==> src/hw/rtl/sil_pkg.sv <==
// Shared types and codes for the sorted insertion list.
package sil_pkg;

  localparam int unsigned VALUE_W = 32;

  localparam logic CMD_INSERT = 1'b0;
  localparam logic CMD_DUMP   = 1'b1;

  localparam logic [1:0] STATUS_INSERTED = 2'd0;
  localparam logic [1:0] STATUS_DROPPED  = 2'd1;
  localparam logic [1:0] STATUS_ELEMENT  = 2'd2;
  localparam logic [1:0] STATUS_EMPTY    = 2'd3;

  typedef enum logic {
    ST_IDLE,
    ST_DUMP
  } state_t;

  // What one cell shows its neighbors.
  typedef struct packed {
    logic                       valid;
    logic                       gt;
    logic signed [VALUE_W-1:0]  data;
  } cell_link_t;

  // Operation broadcast to every cell of the chain.
  typedef struct packed {
    logic                       insert;
    logic                       rotate;
    logic signed [VALUE_W-1:0]  value;
  } cell_op_t;

endpackage

==> src/hw/rtl/sil_cell.sv <==
// One cell of the sorted chain: a stored value, its occupied flag and the shift rules.
module sil_cell (
  input  logic                                   clk,
  input  logic                                   rst_n,
  input  sil_pkg::cell_op_t                      op,
  input  sil_pkg::cell_link_t                    left,
  input  sil_pkg::cell_link_t                    right,
  input  logic signed [sil_pkg::VALUE_W-1:0]     head,
  output sil_pkg::cell_link_t                    link
);

  logic                                valid_r, valid_nxt;
  logic signed [sil_pkg::VALUE_W-1:0]  data_r, data_nxt;
  logic                                gt;

  assign gt = valid_r && (data_r > op.value);

  always_comb begin
    valid_nxt = valid_r;
    data_nxt  = data_r;
    if (op.insert) begin
      // A larger or empty cell takes its left neighbor's value if that one moves
      // too, otherwise it becomes the slot for the new value.
      if ((gt || !valid_r) && left.valid) begin
        data_nxt  = left.gt ? left.data : op.value;
        valid_nxt = 1'b1;
      end
    end else if (op.rotate) begin
      // Values move toward the head; the head value wraps to the tail.
      if (right.valid) begin
        data_nxt = right.data;
      end else if (valid_r) begin
        data_nxt = head;
      end
    end
  end

  always_ff @(posedge clk) begin
    if (!rst_n) begin
      valid_r <= 1'b0;
    end else begin
      valid_r <= valid_nxt;
    end
    data_r <= data_nxt;
  end

  assign link.valid = valid_r;
  assign link.gt    = gt;
  assign link.data  = data_r;

endmodule

==> src/hw/rtl/sorted_insert_list.sv <==
// Insert: one request per cycle if the output is free, result registered on acceptance.
// Dump of n values: n results, one per cycle unless stalled, the chain rotating once per
// result; no request is taken meanwhile. Empty dump or full insert: one result.
// Throughput is set by the single output register and the rotating cell chain.
// Reset clears the entry count, every cell's occupied flag and the output valid.
module sorted_insert_list #(
  parameter int unsigned DEPTH = 16
) (
  input  logic                                 clk,
  input  logic                                 rst_n,
  input  logic                                 in_valid,
  output logic                                 in_ready,
  input  logic                                 in_cmd,
  input  logic signed [sil_pkg::VALUE_W-1:0]   in_value,
  output logic                                 out_valid,
  input  logic                                 out_ready,
  output logic signed [sil_pkg::VALUE_W-1:0]   out_value,
  output logic                                 out_last,
  output logic [1:0]                           out_status
);

  localparam int unsigned CW = $clog2(DEPTH + 1);

  sil_pkg::state_t state_r, state_nxt;

  logic [CW-1:0]                       count_r, count_nxt;
  logic [CW-1:0]                       rem_r, rem_nxt;
  logic                                out_valid_r, out_valid_nxt;
  logic signed [sil_pkg::VALUE_W-1:0]  out_value_r, out_value_nxt;
  logic                                out_last_r, out_last_nxt;
  logic [1:0]                          out_status_r, out_status_nxt;

  logic                                out_free;
  logic                                accept;
  logic                                full;
  sil_pkg::cell_op_t                   op;
  sil_pkg::cell_link_t                 links [DEPTH];

  assign out_free = !out_valid_r || out_ready;
  assign in_ready = (state_r == sil_pkg::ST_IDLE) && out_free;
  assign accept   = in_valid && in_ready;
  assign full     = links[DEPTH-1].valid;

  // Next state.
  always_comb begin
    state_nxt = state_r;
    case (state_r)
      sil_pkg::ST_IDLE: begin
        if (accept && (in_cmd == sil_pkg::CMD_DUMP) && (count_r != '0)) begin
          state_nxt = sil_pkg::ST_DUMP;
        end
      end
      sil_pkg::ST_DUMP: begin
        if (out_free && (rem_r == CW'(1))) begin
          state_nxt = sil_pkg::ST_IDLE;
        end
      end
      default: state_nxt = sil_pkg::ST_IDLE;
    endcase
  end

  // Outputs, chain operation and counters.
  always_comb begin
    count_nxt      = count_r;
    rem_nxt        = rem_r;
    out_valid_nxt  = out_valid_r && !out_ready;
    out_value_nxt  = out_value_r;
    out_last_nxt   = out_last_r;
    out_status_nxt = out_status_r;
    op.insert      = 1'b0;
    op.rotate      = 1'b0;
    op.value       = in_value;
    case (state_r)
      sil_pkg::ST_IDLE: begin
        if (accept) begin
          out_valid_nxt = 1'b1;
          out_value_nxt = '0;
          out_last_nxt  = 1'b1;
          if (in_cmd == sil_pkg::CMD_INSERT) begin
            if (full) begin
              out_status_nxt = sil_pkg::STATUS_DROPPED;
            end else begin
              out_status_nxt = sil_pkg::STATUS_INSERTED;
              op.insert      = 1'b1;
              count_nxt      = count_r + CW'(1);
            end
          end else if (count_r == '0) begin
            out_status_nxt = sil_pkg::STATUS_EMPTY;
          end else begin
            // The dump results come from the following cycles.
            out_valid_nxt = 1'b0;
            rem_nxt       = count_r;
          end
        end
      end
      sil_pkg::ST_DUMP: begin
        if (out_free) begin
          out_valid_nxt  = 1'b1;
          out_value_nxt  = links[0].data;
          out_last_nxt   = (rem_r == CW'(1));
          out_status_nxt = sil_pkg::STATUS_ELEMENT;
          op.rotate      = 1'b1;
          rem_nxt        = rem_r - CW'(1);
        end
      end
      default: ;
    endcase
  end

  always_ff @(posedge clk) begin
    if (!rst_n) begin
      state_r     <= sil_pkg::ST_IDLE;
      count_r     <= '0;
      rem_r       <= '0;
      out_valid_r <= 1'b0;
    end else begin
      state_r     <= state_nxt;
      count_r     <= count_nxt;
      rem_r       <= rem_nxt;
      out_valid_r <= out_valid_nxt;
    end
    out_value_r  <= out_value_nxt;
    out_last_r   <= out_last_nxt;
    out_status_r <= out_status_nxt;
  end

  for (genvar i = 0; i < DEPTH; i++) begin : g_cell
    sil_pkg::cell_link_t left_lnk;
    sil_pkg::cell_link_t right_lnk;

    if (i == 0) begin : g_head
      assign left_lnk = '{valid: 1'b1, gt: 1'b0, data: '0};
    end else begin : g_mid
      assign left_lnk = links[i-1];
    end

    if (i == DEPTH - 1) begin : g_tail
      assign right_lnk = '{valid: 1'b0, gt: 1'b0, data: '0};
    end else begin : g_body
      assign right_lnk = links[i+1];
    end

    sil_cell u_cell (
      .clk   (clk),
      .rst_n (rst_n),
      .op    (op),
      .left  (left_lnk),
      .right (right_lnk),
      .head  (links[0].data),
      .link  (links[i])
    );
  end

  assign out_valid  = out_valid_r;
  assign out_value  = out_value_r;
  assign out_last   = out_last_r;
  assign out_status = out_status_r;

endmodule

==> config.mk <==
export PLATFORM = sky130hd
export DESIGN_NAME = sorted_insert_list
export DESIGN_NICKNAME = d
export VERILOG_FILES = /design/src/hw/rtl/sil_pkg.sv /design/src/hw/rtl/sil_cell.sv /design/src/hw/rtl/sorted_insert_list.sv
export SDC_FILE = /design/constraint.sdc
export NUM_CORES = 2
export LEC_CHECK = 0
export BUFFER_PORTS_ARGS = -buffer_cell sky130_fd_sc_hd__buf_2
export CAP_MARGIN = 25
export CORE_AREA = 2 2 301 303
export CTS_CLUSTER_DIAMETER = 150
export DETAILED_ROUTE_END_ITERATION = 16
export DIE_AREA = 0 0 303 305
export GPL_TIMING_DRIVEN = 1
export PLACE_DENSITY = 0.79
export SETUP_SLACK_MARGIN = 0.02
export SLEW_MARGIN = 40
export SYNTH_ARGS = -nofsm -noshare
export SYNTH_HDL_FRONTEND = slang
export SYNTH_HIERARCHICAL = 1
export SYNTH_SLANG_ARGS = --single-unit
==> constraint.sdc <==
create_clock -name clk -period 13.5 [get_ports clk]
set_input_delay 0.675 -clock clk [delete_from_list [all_inputs] [get_ports clk]]
set_output_delay 0.675 -clock clk [all_outputs]
set_load 0.005 [all_outputs]
==> metrics.txt <==
synthesized cell area approximately 49000 um2; Die X approximately 300 um; Syn Inst Count 5109; CP Launch Point g_cell[15].u_cell/valid_r; Startpoint Class register; multi-input logic area 28700 um2; CP peak stage delay 0.71 ns; die height around 310 um; io pins 74; Hold WC Path Type primary input to register; crit path cell chain or3b_4 > nor3_4 > buf_12 > buf_6 > a21oi_1 > and3b_1 > nand2_1 > o311ai_4 > buf_4; layout cells sized above 1 under 10%; first-pass detailed-route iteration total 14; Total GRT Usage about a quarter; antenna diode count 0; Final Max Tran Viols 0; Worst R2R Start g_cell[15].u_cell/valid_r; Final setup viols 0; drt drc 1; register area approximately 17000 um2; Via Count between 30000 and 40000; RSZ-0062 raised after global routing false; WL/cell approximately 19 um; Max-slew headroom 39.4%; H-tree Lvls 3; Core Rows 110; CTS tree yes; initial core utilization 54.3%; Stages on worst setup path 9; M2 GR Usage 40.9%; Crit. End Element register; TritonCTS Sinks roughly 580; worst slew pin tran 0.909 ns; FF-to-FF path depth 9; synthesis warning total 6; GRT met1 Usage 35.1%; first-iteration detailed-routing DRC count about 3000; outcome finished with violations; cts bufs inserted 68; failing checks DRC; antenna violations before repair 0; fin crit share about a third; Setup crit end g_cell[7].u_cell/data_r[15]; PD cells 86.4 nW/um2; Core ar. just under 90000 um2; CP arrival ~5 ns; DIE AREA 92400 um2; Root Buffer clkbuf_16; largest net degree at the start of global routing ~220; gr ovfl total 0; Fin Clk Skew ~0.030 ns; setup TNS 0 ns; Buffers on Ports 73; reg-to-reg setup timing slack a little under 9 ns; Avg Inst Size Synth around 9.5 um2; Setup Fix Bufs, Post-CTS 0; met3 global-route usage under 10%; global placer's final weighted congestion 0.879; max_cap viols 0; clk slew on worst S/H paths around 0.06 ns; # fillers 7427; fmax 212 MHz; crit-path leading delay family buffers and inverters; Via density about 6.1; critical path type register to register; clk_lat worst skew between 0.6 and 0.7 ns; Area Overhead vs Synth 7.86%; post-route ant nets 0; Hold Vio Cnt, Final 0; final wirelength roughly 120000 um; first-pass GRT wire length roughly 190000 um; critical path peak fanout about 200; Critical R2R Capture g_cell[7].u_cell/data_r[15]; Slowest-stage cell, CP buf_6; busiest grt layer met2; CTS resizes 0; P_leak 20.1 nW; Layout Nets around 5600; min cycle time layout 4.72 ns; CTS Hold Bufs 0; CTS max path bufs 3; Peak VDD IR 84.1 uV; Worst EP required 13.77 ns; worst path bufs/invs 3; hold_ws 0.362 ns; vias in the first global route around 37000; hpwl dp 88200 um
==> where the power goes <==
part | switching, mW | internal, mW
Sequential | 0.0464 | 2.00
Clock | 0.776 | 0.999
Combinational | 0.419 | 0.281
Total | 1.24 | 3.28
==> state kept, by name, indices dropped and copies added (netlist names) <==
name                   flops
state_r                    1
count_r                    5
out_last                   1
out_value                 32
g_cell.u_cell/valid_r     16
out_valid                  1
rem_r                      5
g_cell.u_cell/data_r     512
out_status                 2
==> per-stage QoR <==
step | cells | instance area [um2] | util (%) | setup WS (ns) | power [mW]
after floorplan | 5176 | 48800 | - | 7.72 | 2.56
after global placement | 6160 | 50100 | 56.1 | 8.46 | 2.73
after detailed placement | 6162 | 50100 | 56.1 | 8.68 | 2.77
after CTS | 6280 | 52200 | 58.5 | 8.87 | 4.53
after global routing | 6288 | 52300 | 58.6 | 8.46 | 4.71
final | 6288 | 52300 | 58.6 | 8.78 | 4.52
==> cell usage in the layout (no fill, tap or decap), types with 10 or more instances in the layout <==
cell type and count:
ha_1 516, mux2i_1 516, a2bb2oi_1 16, buf_4 56, a221oi_1 16, a21oi_1 785, nor2_1 38, a211oi_1 514
clkbuf_16 69, o21a_1 16, dfxtp_1 12, nor2b_1 548, a21boi_1 17, conb_1 69, clkbuf_1 23, edfxtp_1 547
buf_2 73, nand4_1 50, a21o_1 16, nor3b_1 32, o311ai_4 16, and4_1 16, nor3_1 19, buf_6 10
o21ai_1 16, o21ai_0 52, o41a_1 16, nand4_2 32, and2_1 51, nor4_1 17, o41ai_2 15, nand3_1 49
dfxtp_2 15, o2111ai_1 15, a21oi_2 16, and3b_1 16, o211ai_1 16, nand2_1 172, inv_1 548, nor4_4 16
==> metal layers <==
layer	up-vias	wire, um
met5	-	0
met4	0	3430
met3	215	5950
met2	1069	54100
met1	18000	54100
li1	18800	-
==> area by class of cell <==
type	instances	share of cell area, %
tap	1176	2.81
clock buffer	94	3.52
clock inverter	24	0.457
timing repair buffer	145	1.95
inverter	548	3.93
sequential	575	32.5
multi-input combinational	3726	54.8
==> worst min-delay path, delay by kind of cell <==
| family | cells | cell delay [ns] |
|---|---|---|
| buffers and inverters | 1 | 0.14 |
| AOI/OAI and AO/OA | 1 | 0.07 |
| and+or+nand+nor | 1 | 0.06 |
==> how the worst min path moves through the flow <==
stage                   from   endpoint  cells after the start
global placement    rem_r[4]   rem_r[4]                      2
floorplan           rem_r[4]   rem_r[4]                      2
global route        in_valid  out_valid                      3
CTS                 in_valid  out_valid                      3
detailed placement  rem_r[4]   rem_r[4]                      2
finish              in_valid  out_valid                      3
No activity file was read; power rests on OpenSTA's default activity.
